===== config.mk =====
export PLATFORM = sky130hd
export DESIGN_NAME = perspective_floor_texel_mapper_top
export DESIGN_NICKNAME = d
export VERILOG_FILES = /design/src/rtl/core/pftm_pkg.sv /design/src/rtl/core/pftm_divider.sv /design/src/rtl/core/perspective_floor_texel_mapper_top.sv
export SDC_FILE = /design/constraint.sdc
export NUM_CORES = 2
export LEC_CHECK = 0
export BUFFER_PORTS_ARGS = -buffer_cell sky130_fd_sc_hd__buf_4
export CAP_MARGIN = 30
export CORE_ASPECT_RATIO = 1.75
export CORE_UTILIZATION = 30
export DETAILED_ROUTE_END_ITERATION = 8
export SETUP_SLACK_MARGIN = 0.2
export SKIP_LAST_GASP = 1
export SLEW_MARGIN = 20
export SYNTH_ARGS = -nofsm -noshare
export SYNTH_HDL_FRONTEND = slang
export SYNTH_SLANG_ARGS = --single-unit

===== constraint.sdc =====
create_clock -name clk_i -period 22.5 [get_ports clk_i]
set_input_delay 4.5 -clock clk_i [delete_from_list [all_inputs] [get_ports clk_i]]
set_output_delay 4.5 -clock clk_i [all_outputs]
set_load 0.02 [all_outputs]

===== src/rtl/core/pftm_pkg.sv =====
// Package for the perspective floor texel mapper.
// Holds the screen and texture constants, field widths, register codes and shared types.
// No dependencies; used by pftm_divider and perspective_floor_texel_mapper_top.
`default_nettype none

package pftm_pkg;

  // Screen and texture geometry.
  localparam int unsigned SCREEN_WIDTH  = 320;
  localparam int unsigned SCREEN_HEIGHT = 200;
  localparam int unsigned TEXTURE_SIZE  = 64;
  localparam int unsigned CHECKER_CELL  = 8;

  localparam int unsigned HALF_WIDTH = SCREEN_WIDTH / 2;
  localparam int unsigned TEX_BITS   = $clog2(TEXTURE_SIZE);
  localparam int unsigned CELL_BIT   = $clog2(CHECKER_CELL);

  // Port widths.
  localparam int unsigned COL_W      = 9;
  localparam int unsigned ROW_W      = 8;
  localparam int unsigned HEIGHT_W   = 8;
  localparam int unsigned POS_W      = 24;
  localparam int unsigned TRIG_W     = 16;
  localparam int unsigned SHADE_W    = 8;
  localparam int unsigned CFG_IDX_W  = 3;
  localparam int unsigned CFG_DATA_W = 24;

  // Fixed-point formats: positions Q.8, trig Q2.14, world sums Q.22.
  localparam int unsigned POS_FRAC  = 8;
  localparam int unsigned TRIG_FRAC = 14;
  localparam int unsigned SUM_FRAC  = POS_FRAC + TRIG_FRAC;

  // Datapath widths.
  localparam int unsigned DIFF_W     = COL_W + 1;
  localparam int unsigned MAG_W      = COL_W;
  localparam int unsigned PROD_W     = MAG_W + HEIGHT_W;
  localparam int unsigned DIVIDEND_W = PROD_W + POS_FRAC;
  localparam int unsigned DIVISOR_W  = ROW_W;
  localparam int unsigned DX_W       = DIVIDEND_W + 1;
  localparam int unsigned XPROD_W    = DX_W + TRIG_W;
  localparam int unsigned DPROD_W    = ROW_W + 1 + TRIG_W;
  localparam int unsigned SUM_W      = XPROD_W + 2;

  // Divider: a fixed number of quotient bits is resolved in each stage.
  localparam int unsigned DIV_BITS_PER_STAGE = 5;
  localparam int unsigned DIV_STAGES         = DIVIDEND_W / DIV_BITS_PER_STAGE;

  // Two front stages, the divider, then sign, multiply, sum and output stages.
  localparam int unsigned PIPE_LATENCY = DIV_STAGES + 6;

  localparam logic [SUM_W-1:0] TRUNC_BIAS = SUM_W'((64'd1 << SUM_FRAC) - 64'd1);

  localparam logic [SHADE_W-1:0] SHADE_LIGHT = SHADE_W'(220);
  localparam logic [SHADE_W-1:0] SHADE_DARK  = SHADE_W'(60);

  // Register reset values.
  localparam logic [ROW_W-1:0]    HORIZON_RESET = ROW_W'(SCREEN_HEIGHT / 3);
  localparam logic [HEIGHT_W-1:0] HEIGHT_RESET  = HEIGHT_W'(40);
  localparam logic [TRIG_W-1:0]   COSINE_RESET  = TRIG_W'(16384);

  typedef enum logic [CFG_IDX_W-1:0] {
    CFG_HORIZON = 3'd0,
    CFG_HEIGHT  = 3'd1,
    CFG_CAM_X   = 3'd2,
    CFG_CAM_Y   = 3'd3,
    CFG_COSINE  = 3'd4,
    CFG_SINE    = 3'd5
  } cfg_idx_e;

  // Side information that travels alongside the divider.
  typedef struct packed {
    logic ground;
    logic neg;
  } div_side_t;

  // Partial remainder and the shared dividend/quotient shift register.
  typedef struct packed {
    logic [DIVISOR_W-1:0]  rem;
    logic [DIVIDEND_W-1:0] work;
  } div_step_t;

endpackage

`default_nettype wire


===== src/rtl/core/pftm_divider.sv =====
// Pipelined unsigned restoring divider for the lateral offset of the texel mapper.
// Resolves a fixed number of quotient bits per stage and carries side data along.
// Depends on pftm_pkg.
`default_nettype none

module pftm_divider (
  input  logic                                 clk_i,
  input  logic                                 rst_ni,
  input  logic                                 valid_i,
  input  logic [pftm_pkg::DIVIDEND_W-1:0]      dividend_i,
  input  logic [pftm_pkg::DIVISOR_W-1:0]       divisor_i,
  input  pftm_pkg::div_side_t                  side_i,
  output logic                                 valid_o,
  output logic [pftm_pkg::DIVIDEND_W-1:0]      quotient_o,
  output logic [pftm_pkg::DIVISOR_W-1:0]       divisor_o,
  output pftm_pkg::div_side_t                  side_o
);

  localparam int unsigned LAST = pftm_pkg::DIV_STAGES - 1;

  // Each step shifts one dividend bit into the remainder and one quotient bit into the work word.
  function automatic pftm_pkg::div_step_t div_steps(
    input pftm_pkg::div_step_t           a,
    input logic [pftm_pkg::DIVISOR_W-1:0] den
  );
    pftm_pkg::div_step_t          b;
    logic [pftm_pkg::DIVISOR_W:0] trial;
    b = a;
    for (int i = 0; i < int'(pftm_pkg::DIV_BITS_PER_STAGE); i++) begin
      trial  = {b.rem, b.work[pftm_pkg::DIVIDEND_W-1]};
      b.work = {b.work[pftm_pkg::DIVIDEND_W-2:0], 1'b0};
      if (trial >= {1'b0, den}) begin
        b.rem     = pftm_pkg::DIVISOR_W'(trial - {1'b0, den});
        b.work[0] = 1'b1;
      end else begin
        b.rem = trial[pftm_pkg::DIVISOR_W-1:0];
      end
    end
    return b;
  endfunction

  logic [pftm_pkg::DIV_STAGES-1:0] vld_q;
  pftm_pkg::div_step_t             step_q [pftm_pkg::DIV_STAGES];
  logic [pftm_pkg::DIVISOR_W-1:0]  den_q  [pftm_pkg::DIV_STAGES];
  pftm_pkg::div_side_t             side_q [pftm_pkg::DIV_STAGES];

  for (genvar s = 0; s < int'(pftm_pkg::DIV_STAGES); s++) begin : g_stage
    pftm_pkg::div_step_t            st_in;
    logic [pftm_pkg::DIVISOR_W-1:0] den_in;
    pftm_pkg::div_side_t            side_in;
    logic                           vld_in;

    if (s == 0) begin : g_first
      assign st_in   = {{pftm_pkg::DIVISOR_W{1'b0}}, dividend_i};
      assign den_in  = divisor_i;
      assign side_in = side_i;
      assign vld_in  = valid_i;
    end else begin : g_next
      assign st_in   = step_q[s-1];
      assign den_in  = den_q[s-1];
      assign side_in = side_q[s-1];
      assign vld_in  = vld_q[s-1];
    end

    always_ff @(posedge clk_i or negedge rst_ni) begin
      if (!rst_ni) begin
        vld_q[s] <= 1'b0;
      end else begin
        vld_q[s] <= vld_in;
      end
    end

    always_ff @(posedge clk_i) begin
      step_q[s] <= div_steps(st_in, den_in);
      den_q[s]  <= den_in;
      side_q[s] <= side_in;
    end
  end

  assign valid_o    = vld_q[LAST];
  assign quotient_o = step_q[LAST].work;
  assign divisor_o  = den_q[LAST];
  assign side_o     = side_q[LAST];

  assert property (@(posedge clk_i) disable iff (!rst_ni)
    valid_i |-> ##(pftm_pkg::DIV_STAGES) valid_o)
    else $error("divider lost a transaction");

  assert property (@(posedge clk_i) disable iff (!rst_ni)
    !valid_i |-> ##(pftm_pkg::DIV_STAGES) !valid_o)
    else $error("divider produced a transaction that never entered");

  assert property (@(posedge clk_i) disable iff (!rst_ni)
    (valid_o && (divisor_o != '0)) |-> (step_q[LAST].rem < divisor_o))
    else $error("divider remainder not below the divisor");

endmodule

`default_nettype wire


===== src/rtl/core/perspective_floor_texel_mapper_top.sv =====
// Perspective floor texel mapper: one screen pixel in, its floor texel and checker shade out.
// Top level with configuration registers and the arithmetic pipeline around the divider.
// Depends on pftm_pkg and pftm_divider.
//
// A pixel is taken whenever start_i is high and busy_o is low, one per clock, and its
// result is strobed on done_o; results cannot be held off, so the receiver must take
// each one in the cycle it is strobed. The pipeline is the lateral-offset divider,
// five stages of five quotient bits each, plus two stages in front of it and four
// behind it (sign, rotation products, world sums, texel and shade). busy_o is high
// only during reset and the first cycle after it. Rows at or above the horizon come
// out as sky with zero shade and texel. The registers are written through cfg_we_i
// and should only change while no pixel is in flight.
`default_nettype none

module perspective_floor_texel_mapper_top (
  input  logic                                clk_i,
  input  logic                                rst_ni,
  input  logic                                start_i,
  output logic                                busy_o,
  input  logic [pftm_pkg::COL_W-1:0]          pixel_column_i,
  input  logic [pftm_pkg::ROW_W-1:0]          pixel_row_i,
  input  logic                                cfg_we_i,
  input  logic [pftm_pkg::CFG_IDX_W-1:0]      cfg_idx_i,
  input  logic [pftm_pkg::CFG_DATA_W-1:0]     cfg_wdata_i,
  output logic                                done_o,
  output logic                                is_ground_o,
  output logic [pftm_pkg::SHADE_W-1:0]        shade_o,
  output logic [pftm_pkg::TEX_BITS-1:0]       texel_u_o,
  output logic [pftm_pkg::TEX_BITS-1:0]       texel_v_o
);

  // Configuration registers.
  logic        [pftm_pkg::ROW_W-1:0]    horizon_q;
  logic        [pftm_pkg::HEIGHT_W-1:0] height_q;
  logic signed [pftm_pkg::POS_W-1:0]    cam_x_q;
  logic signed [pftm_pkg::POS_W-1:0]    cam_y_q;
  logic signed [pftm_pkg::TRIG_W-1:0]   cos_q;
  logic signed [pftm_pkg::TRIG_W-1:0]   sin_q;

  always_ff @(posedge clk_i or negedge rst_ni) begin
    if (!rst_ni) begin
      horizon_q <= pftm_pkg::HORIZON_RESET;
      height_q  <= pftm_pkg::HEIGHT_RESET;
      cam_x_q   <= '0;
      cam_y_q   <= '0;
      cos_q     <= pftm_pkg::COSINE_RESET;
      sin_q     <= '0;
    end else if (cfg_we_i) begin
      unique case (cfg_idx_i)
        pftm_pkg::CFG_HORIZON: horizon_q <= cfg_wdata_i[pftm_pkg::ROW_W-1:0];
        pftm_pkg::CFG_HEIGHT:  height_q  <= cfg_wdata_i[pftm_pkg::HEIGHT_W-1:0];
        pftm_pkg::CFG_CAM_X:   cam_x_q   <= cfg_wdata_i[pftm_pkg::POS_W-1:0];
        pftm_pkg::CFG_CAM_Y:   cam_y_q   <= cfg_wdata_i[pftm_pkg::POS_W-1:0];
        pftm_pkg::CFG_COSINE:  cos_q     <= cfg_wdata_i[pftm_pkg::TRIG_W-1:0];
        pftm_pkg::CFG_SINE:    sin_q     <= cfg_wdata_i[pftm_pkg::TRIG_W-1:0];
        default: ;
      endcase
    end
  end

  logic busy_q;

  always_ff @(posedge clk_i or negedge rst_ni) begin
    if (!rst_ni) begin
      busy_q <= 1'b1;
    end else begin
      busy_q <= 1'b0;
    end
  end

  assign busy_o = busy_q;

  logic accept;
  assign accept = start_i & ~busy_q;

  // Stage 1: horizon test, forward distance and signed column offset.
  logic signed [pftm_pkg::DIFF_W-1:0] diff_d;
  logic        [pftm_pkg::MAG_W-1:0]  mag_d;

  assign diff_d = $signed({1'b0, pixel_column_i})
                - $signed(pftm_pkg::DIFF_W'(pftm_pkg::HALF_WIDTH));
  assign mag_d  = diff_d[pftm_pkg::DIFF_W-1] ? pftm_pkg::MAG_W'(-diff_d)
                                             : pftm_pkg::MAG_W'(diff_d);

  logic                           p1_vld_q;
  logic                           p1_ground_q;
  logic                           p1_neg_q;
  logic [pftm_pkg::ROW_W-1:0]     p1_dist_q;
  logic [pftm_pkg::MAG_W-1:0]     p1_mag_q;

  // Stage 2: magnitude times camera height.
  logic                           p2_vld_q;
  pftm_pkg::div_side_t            p2_side_q;
  logic [pftm_pkg::ROW_W-1:0]     p2_dist_q;
  logic [pftm_pkg::PROD_W-1:0]    p2_prod_q;

  always_ff @(posedge clk_i or negedge rst_ni) begin
    if (!rst_ni) begin
      p1_vld_q <= 1'b0;
      p2_vld_q <= 1'b0;
    end else begin
      p1_vld_q <= accept;
      p2_vld_q <= p1_vld_q;
    end
  end

  always_ff @(posedge clk_i) begin
    p1_ground_q      <= pixel_row_i > horizon_q;
    p1_neg_q         <= diff_d[pftm_pkg::DIFF_W-1];
    p1_dist_q        <= pixel_row_i - horizon_q;
    p1_mag_q         <= mag_d;
    p2_side_q.ground <= p1_ground_q;
    p2_side_q.neg    <= p1_neg_q;
    p2_dist_q        <= p1_dist_q;
    p2_prod_q        <= pftm_pkg::PROD_W'(p1_mag_q) * pftm_pkg::PROD_W'(height_q);
  end

  // Lateral offset magnitude in Q.8, truncated.
  logic                              div_vld;
  logic [pftm_pkg::DIVIDEND_W-1:0]   div_quo;
  logic [pftm_pkg::DIVISOR_W-1:0]    div_den;
  pftm_pkg::div_side_t               div_side;

  pftm_divider u_divider (
    .clk_i      (clk_i),
    .rst_ni     (rst_ni),
    .valid_i    (p2_vld_q),
    .dividend_i ({p2_prod_q, {pftm_pkg::POS_FRAC{1'b0}}}),
    .divisor_i  (p2_dist_q),
    .side_i     (p2_side_q),
    .valid_o    (div_vld),
    .quotient_o (div_quo),
    .divisor_o  (div_den),
    .side_o     (div_side)
  );

  // Stage 3: restore the sign; truncation toward zero falls out of the unsigned division.
  logic signed [pftm_pkg::DX_W-1:0] dx_mag;
  assign dx_mag = $signed({1'b0, div_quo});

  logic                              p3_vld_q;
  logic                              p3_ground_q;
  logic [pftm_pkg::ROW_W-1:0]        p3_dist_q;
  logic signed [pftm_pkg::DX_W-1:0]  p3_dx_q;

  // Stage 4: rotation products.
  logic signed [pftm_pkg::ROW_W:0]     dist_s;
  assign dist_s = $signed({1'b0, p3_dist_q});

  logic                                p4_vld_q;
  logic                                p4_ground_q;
  logic signed [pftm_pkg::XPROD_W-1:0] p4_xc_q;
  logic signed [pftm_pkg::XPROD_W-1:0] p4_xs_q;
  logic signed [pftm_pkg::DPROD_W-1:0] p4_dc_q;
  logic signed [pftm_pkg::DPROD_W-1:0] p4_ds_q;

  // Stage 5: world coordinates in Q.22.
  logic                                p5_vld_q;
  logic                                p5_ground_q;
  logic signed [pftm_pkg::SUM_W-1:0]   p5_wx_q;
  logic signed [pftm_pkg::SUM_W-1:0]   p5_wy_q;

  always_ff @(posedge clk_i or negedge rst_ni) begin
    if (!rst_ni) begin
      p3_vld_q <= 1'b0;
      p4_vld_q <= 1'b0;
      p5_vld_q <= 1'b0;
    end else begin
      p3_vld_q <= div_vld;
      p4_vld_q <= p3_vld_q;
      p5_vld_q <= p4_vld_q;
    end
  end

  always_ff @(posedge clk_i) begin
    p3_ground_q <= div_side.ground;
    p3_dist_q   <= div_den;
    p3_dx_q     <= div_side.neg ? -dx_mag : dx_mag;

    p4_ground_q <= p3_ground_q;
    p4_xc_q     <= pftm_pkg::XPROD_W'(p3_dx_q) * pftm_pkg::XPROD_W'(cos_q);
    p4_xs_q     <= pftm_pkg::XPROD_W'(p3_dx_q) * pftm_pkg::XPROD_W'(sin_q);
    p4_dc_q     <= pftm_pkg::DPROD_W'(dist_s) * pftm_pkg::DPROD_W'(cos_q);
    p4_ds_q     <= pftm_pkg::DPROD_W'(dist_s) * pftm_pkg::DPROD_W'(sin_q);

    p5_ground_q <= p4_ground_q;
    p5_wx_q     <= (pftm_pkg::SUM_W'(cam_x_q) <<< pftm_pkg::TRIG_FRAC)
                 + pftm_pkg::SUM_W'(p4_xc_q)
                 - (pftm_pkg::SUM_W'(p4_ds_q) <<< pftm_pkg::POS_FRAC);
    p5_wy_q     <= (pftm_pkg::SUM_W'(cam_y_q) <<< pftm_pkg::TRIG_FRAC)
                 + pftm_pkg::SUM_W'(p4_xs_q)
                 + (pftm_pkg::SUM_W'(p4_dc_q) <<< pftm_pkg::POS_FRAC);
  end

  // Stage 6: truncate toward zero by biasing negative sums before the shift; the low
  // bits of the two's complement integer are then the non-negative texture wrap.
  logic [pftm_pkg::SUM_W-1:0]    wx_adj;
  logic [pftm_pkg::SUM_W-1:0]    wy_adj;
  logic [pftm_pkg::TEX_BITS-1:0] u_d;
  logic [pftm_pkg::TEX_BITS-1:0] v_d;

  assign wx_adj = p5_wx_q + (p5_wx_q[pftm_pkg::SUM_W-1] ? pftm_pkg::TRUNC_BIAS : '0);
  assign wy_adj = p5_wy_q + (p5_wy_q[pftm_pkg::SUM_W-1] ? pftm_pkg::TRUNC_BIAS : '0);
  assign u_d    = wx_adj[pftm_pkg::SUM_FRAC +: pftm_pkg::TEX_BITS];
  assign v_d    = wy_adj[pftm_pkg::SUM_FRAC +: pftm_pkg::TEX_BITS];

  logic                          done_q;
  logic                          ground_q;
  logic [pftm_pkg::SHADE_W-1:0]  shade_q;
  logic [pftm_pkg::TEX_BITS-1:0] u_q;
  logic [pftm_pkg::TEX_BITS-1:0] v_q;

  always_ff @(posedge clk_i or negedge rst_ni) begin
    if (!rst_ni) begin
      done_q <= 1'b0;
    end else begin
      done_q <= p5_vld_q;
    end
  end

  always_ff @(posedge clk_i) begin
    ground_q <= p5_ground_q;
    if (p5_ground_q) begin
      shade_q <= (u_d[pftm_pkg::CELL_BIT] ^ v_d[pftm_pkg::CELL_BIT]) ? pftm_pkg::SHADE_LIGHT
                                                                     : pftm_pkg::SHADE_DARK;
      u_q     <= u_d;
      v_q     <= v_d;
    end else begin
      shade_q <= '0;
      u_q     <= '0;
      v_q     <= '0;
    end
  end

  assign done_o      = done_q;
  assign is_ground_o = ground_q;
  assign shade_o     = shade_q;
  assign texel_u_o   = u_q;
  assign texel_v_o   = v_q;

  assert property (@(posedge clk_i) disable iff (!rst_ni)
    accept |-> ##(pftm_pkg::PIPE_LATENCY) done_o)
    else $error("accepted transaction did not complete on time");

  assert property (@(posedge clk_i) disable iff (!rst_ni)
    !busy_o |=> !busy_o)
    else $error("busy raised outside reset");

  assert property (@(posedge clk_i) disable iff (!rst_ni)
    (done_o && !is_ground_o) |-> ((shade_o == '0) && (texel_u_o == '0) && (texel_v_o == '0)))
    else $error("sky result carries texel data");

  assert property (@(posedge clk_i) disable iff (!rst_ni)
    (done_o && is_ground_o) |->
      (shade_o == ((texel_u_o[pftm_pkg::CELL_BIT] ^ texel_v_o[pftm_pkg::CELL_BIT])
                   ? pftm_pkg::SHADE_LIGHT : pftm_pkg::SHADE_DARK)))
    else $error("floor shade does not match the checker cell");

endmodule

`default_nettype wire

Word level (Yosys, flattened, before mapping)
Memories as Yosys holds them, arrays and structs flattened. A register that Yosys moved wholly into a read port is not among the register bits.
Cells that the tools add are included.
{"block": "word_totals", "ff_bits": 426, "ram_bits": 215, "output_inout_bits": 23, "word_cells": 180, "n_memories": 3}
{"memory": "u_divider.step_q", "depth": 5, "word_bits": 33, "rd": 5, "rd_ports_with_merged_regs": 0, "write_ports": 5, "line_no": "pftm_divider.sv:43", "source": "pftm_pkg::div_step_t step_q [pftm_pkg::DIV_STAGES];"}
{"memory": "u_divider.den_q", "depth": 5, "word_bits": 8, "rd": 5, "rd_ports_with_merged_regs": 1, "write_ports": 5, "line_no": "pftm_divider.sv:44", "source": "logic [pftm_pkg::DIVISOR_W-1:0] den_q [pftm_pkg::DIV_STAGES];"}
{"memory": "u_divider.side_q", "depth": 5, "word_bits": 2, "rd": 5, "rd_ports_with_merged_regs": 0, "write_ports": 5, "line_no": "pftm_divider.sv:45", "source": "pftm_pkg::div_side_t side_q [pftm_pkg::DIV_STAGES];"}
{"block": "classes", "addsub": 35, "n_mul": 5, "order_cmp": 26, "eq_ne": 5, "mux": 55, "bitwise": 3, "n_reduce_logical": 7}
{"cell": "$ge A9 B8 Y1", "n": 24}
{"cell": "$mux W8", "n": 26}
{"cell": "$sub A8 B8 Y8", "n": 25}
{"cell": "$add A38 B42 Y43", "n": 2}
{"cell": "$mul A26 B16 Y42", "n": 2}
{"cell": "$add A28 B22 Y28", "n": 2}
{"cell": "$mul A9 B16 Y25", "n": 2}
{"cell": "$add A43 B33 Y44", "n": 1}
{"cell": "$mux W22", "n": 2}
{"cell": "$sub A43 B33 Y44", "n": 1}
{"cell": "$neg A25 Y26", "n": 1}
{"cell": "$mux W1", "n": 25}
{"cell": "$mux W25", "n": 1}
{"cell": "$mul A9 B8 Y17", "n": 1}
{"cell": "$reduce_and A2 Y1", "n": 6}
{"cell": "$sub A9 B8 Y10 const B", "n": 1}
{"cell": "$mux W9", "n": 1}
{"cell": "$neg A9 Y9", "n": 1}
{"cell": "$ge A1 B8 Y1", "n": 1}
{"cell": "$gt A8 B8 Y1", "n": 1}
{"cell": "$sub A1 B8 Y8", "n": 1}
{"cell": "$eq A3 B2 Y1 const B", "n": 2}
{"cell": "$eq A3 B3 Y1 const B", "n": 2}
{"cell": "$eq A3 B1 Y1 const B", "n": 1}
{"cell": "other kinds (4)", "n": 4}

Longest topological paths before layout
An unclocked memory read counts as a cell.
{"block": "depth", "depth_word": 11, "depth_mapped": 54}

By module
From an unflattened synthesis, not the netlist that was laid out.
{"block": "hier_totals", "cells_unflattened": 7831, "area_unflattened_um2": 72417.0}
{"mod": "perspective_floor_texel_mapper_top", "n_inst": 1, "cells_each": 6163, "area_per_inst_um2": 57397.5, "seq_area_each_um2": 8410.6}
{"mod": "pftm_divider", "n_inst": 1, "cells_each": 1668, "area_per_inst_um2": 15019.4, "seq_area_each_um2": 4269.1}

Least setup slack after synthesis
No wires, ideal clock.
{"block": "synth_path", "path_type": "reg2reg", "from": "memory u_divider.den_q[0][1] (netlist bit)", "to": "memory u_divider.step_q[0][64] (netlist bit)", "setup_ps": 122, "arrival_ps": 10705, "slack_ps": 11673, "stages_incl_launch_ff": 51, "synth_period_minus_slack_ps": 10827, "path_cell_list": "dfxtp_1 inv_1 ha_1 nor2b_1 o31a_1 o31ai_1 o221a_2 clkbuf_1 mux2_2 ha_1 and4_1 a31oi_1 nand2_1 o21a_1 a21oi_1 inv_1 clkbuf_1 o21ai_0 [15 not listed] o21ai_0 a21oi_1 o21ai_0 o311ai_0 nor3_1 nor2_1 a21oi_1 ha_1 nor2b_1 o21ai_0 a21boi_0 o21ai_0 a21oi_1 o21ai_0 and3b_1 o31ai_1 a21boi_2 a221o_1"}
{"item": "from (decl)", "line_no": "pftm_divider.sv:44"}
{"item": "to (decl)", "line_no": "pftm_divider.sv:43"}

==> impl_metrics.env <==
export IMPL_yosysUniqueCellTypes=90
export IMPL_antenna_left=0
export IMPL_place_ws_ps=9120
export IMPL_area_growth_pct=9.13
export IMPL_layout_setup_ws_ps=9510
export IMPL_final_hold_violation_count=0
export IMPL_post_cts_resized=0
export IMPL_synthMuxAreaShare_pct=2.80
export IMPL_hold_worst_slack_ps=306
export IMPL_h_tree_depth=3
export IMPL_finalMaxSlewViolations=0
export IMPL_critical_path_top_delay_family="compound AO/OA/AOI/OAI gates"
export IMPL_syn_area_sq_mm=0.0701
export IMPL_drc=0
export IMPL_viasPerCell=4.84
export IMPL_post_dp_hpwl_um=159000
export IMPL_outcome="finished, final reports clean"
export IMPL_num_vias=51242
export IMPL_grt_setup_unrepaired="no"
export IMPL_ys_ff_latch=577
export IMPL_post_synth_top_area_cell="fa_1"
export IMPL_nFillCells=23804
export IMPL_gp_congestion=0.882
export IMPL_layout_nets=9311
export IMPL_cts_setup_buffers=0
export IMPL_grt_max_degree=61
export IMPL_wl_um=197000
export IMPL_ys_async_sr_fraction_pct=18.7
export IMPL_min_period_ps=12990
export IMPL_grt_pass1_vias=56003
export IMPL_final_seq_area_sq_mm=0.0121
export IMPL_required_ps=23070
export IMPL_crit_path_max_fanout=11
export IMPL_min_path_cells=0
export IMPL_path_clk_slew_ps=70
export IMPL_setup_tns_ps=0
export IMPL_critical_path_slowest_cell="o21ai_0"
export IMPL_fp_row_count=234
export IMPL_multi_input_area_sq_mm=0.0516
export IMPL_fin_crit_sh_pct=57.7
export IMPL_overflow=0
export IMPL_worstSkewPairLatency_ps=700
export IMPL_r2r_start="u_divider.den_q[0][1]$_DFF_P_"
export IMPL_synthMostInstantiatedCell="inv_1"
export IMPL_maxCapViolCount=0
export IMPL_synth_main_ff_cell="dfxtp_1"
export IMPL_yosysWarningCount=0
export IMPL_synth_area_leaders="fa_1, dfxtp_1, ha_1"
export IMPL_die_area_sq_mm=0.236
export IMPL_min_path_type="reg2reg"
export IMPL_critical_path_most_common_cell="o21ai_0"
export IMPL_antenna_found_initial=15
export IMPL_r2r_end="u_divider.step_q[0][61]$_DFF_P_"
export IMPL_ys_seq_area_share_pct=17.3
export IMPL_start_util_pct=30.2
export IMPL_avgSynthCellArea_sq_um=9.33
export IMPL_tightest_slew_ps=1020
export IMPL_cts_buffers=66
export IMPL_track_usage_pct=17.0
export IMPL_critical_path_arrival_ps=13560
export IMPL_ios=71
export IMPL_first_iter_violations=2207
export IMPL_crit_buf_inv=6
export IMPL_slew_headroom_pct=31.5
export IMPL_syn_inst=7514
export IMPL_dieHeight_um=641
export IMPL_yosys_area_share_simple_pct=14.2
export IMPL_max_freq_mhz=77.0
export IMPL_worstSetupStartpointType="flop"
export IMPL_grt_pass1_wl_um=308000
export IMPL_wl_per_cell_um=18.6
export IMPL_clockBufferDepth=3
export IMPL_synth_compound_gate_area_share_pct=8.32
export IMPL_synth_edf_count=0
export IMPL_fin_skew_ps=43.1
export IMPL_dr_pass1_iters=6
export IMPL_cts_sinks=577
export IMPL_synthTopCellsByCount="inv_1, fa_1, nand2_1"
export IMPL_worst_setup_path_type="reg2reg"
export IMPL_synthXorXnorAreaFrac_pct=4.13
export IMPL_synth_top_family_by_area="adder cells"
export IMPL_setup_viol_count_final=0
export IMPL_hold_path_startpoint="u_divider.den_q[4][0]$_DFF_P_"
export IMPL_cts_tree="yes"
export IMPL_cts_root_buf="clkbuf_16"
export IMPL_postCtsHoldBufs=0
export IMPL_layout_drive_gt1_share_pct=6.20
export IMPL_synth_top_area_share_pct=32.2
export IMPL_io_buffers=68
export IMPL_critPathMaxStageDelay_ps=660
export IMPL_rr_worst_depth=50
export IMPL_die_x_um=367
export IMPL_core_area_sq_mm=0.232
export IMPL_worst_setup_path_end_kind="flop"
export IMPL_rrSetupSlack_ps=9510
export IMPL_holdPathEnd="p3_dist_q[0]$_DFF_P_"
export IMPL_synthAdderAreaFrac_pct=44.1
through the flow:
step / util, % / cell area, sq um / instances
5_1_grt: 32.9 / 76500 / 10588
3_5_place_dp: 31.9 / 74100 / 10465
2_1_floorplan: - / 70100 / 7516
4_1_cts: 32.9 / 76400 / 10586
3_3_place_gp: 31.9 / 74000 / 10462
6_report: 32.9 / 76500 / 10593
cell usage in the layout (no fill, tap or decap), types with 36 or more instances in the layout:
| cell type | n |
|---|---|
| nand2b_1 | 95 |
| clkbuf_16 | 70 |
| a21o_1 | 116 |
| ha_1 | 671 |
| a21oi_1 | 239 |
| nor3_1 | 67 |
| inv_1 | 1432 |
| nand2_1 | 824 |
| o21ai_0 | 219 |
| mux2_2 | 145 |
| fa_1 | 1126 |
| nand3_1 | 67 |
| xnor2_1 | 246 |
| and2_1 | 487 |
| dfrtp_1 | 96 |
| dfxtp_1 | 469 |
| nor2b_1 | 75 |
| xor2_1 | 82 |
| o21a_1 | 61 |
| buf_4 | 143 |
| nand4_1 | 36 |
| nor2_1 | 256 |
logic make-up (layout without fill, tap and decap cells):
family,Yosys count,after routing
AOI/OAI and AO/OA,901,901
xor gates and xnor gates,329,329
adders and majority gates,1797,1797
buffers and inverters,1702,1705
DFF,577,577
muxes,177,177
other,1,9
and+or+nand+nor,2030,2030
worst reg2reg max path, delay by kind of cell, from the launching register on:
kind / cells / cell delay (ps)
AO/OA/AOI/OAI: 27 / 7330
multiplexers: 1 / 470
flip-flops: 1 / 510
AND/OR/NAND/NOR: 11 / 1840
adder cells (fa/ha/maj): 5 / 1650
buffers and inverters: 6 / 1110
state kept, by name, indices dropped and copies added (netlist names), 4 cells and up:
signal,flops
p1_dist_q,8
sin_q,16
u_divider.g_stage.vld_in,4
cos_q,16
height_q,8
p5_wx_q,29
texel_u_o,6
p4_xc_q,42
p2_dist_q,8
cam_y_q,24
p4_xs_q,42
horizon_q,8
p4_ds_q,25
cam_x_q,24
p3_dx_q,26
u_divider.den_q,40
u_divider.step_q,128
p4_dc_q,25
texel_v_o,6
p3_dist_q,8
u_divider.side_q,10
p5_wy_q,29
p1_mag_q,9
p2_prod_q,17
layer usage:
layer  up-vias  global-route usage [%]  wire (um)
li1      23330                       -          -
met1     26190                    15.9      64300
met2      1180                    33.1     108000
met3       538                    1.72       6640
met4         4                    13.6      17800
met5         -                       0         23
area by class of cell:
type / instances / share of cell area [%]
Sequential cell: 577 / 15.8
Clock buffer: 89 / 2.49
Multi-Input combinational cell: 5237 / 67.5
Tap cell: 3068 / 5.02
Antenna cell: 6 / 0.0196
Clock inverter: 32 / 0.640
Timing Repair Buffer: 148 / 1.47
Inverter: 1436 / 7.05
worst max-delay path by stage:
stage,startpoint,endpoint,cells after the start
after floorplan,u_divider.den_q[0][1]$_DFF_P_,u_divider.step_q[0][64]$_DFF_P_,50
after global placement,u_divider.den_q[0][1]$_DFF_P_,u_divider.step_q[0][61]$_DFF_P_,50
after detailed placement,u_divider.den_q[0][1]$_DFF_P_,u_divider.step_q[0][61]$_DFF_P_,50
after CTS,u_divider.den_q[0][1]$_DFF_P_,u_divider.step_q[0][61]$_DFF_P_,50
after global routing,u_divider.den_q[0][1]$_DFF_P_,u_divider.step_q[0][59]$_DFF_P_,49
final,u_divider.den_q[0][1]$_DFF_P_,u_divider.step_q[0][61]$_DFF_P_,50
Power is not shown: default switching activity piles up to over one toggle a cycle in this logic, so the estimate is an artifact.
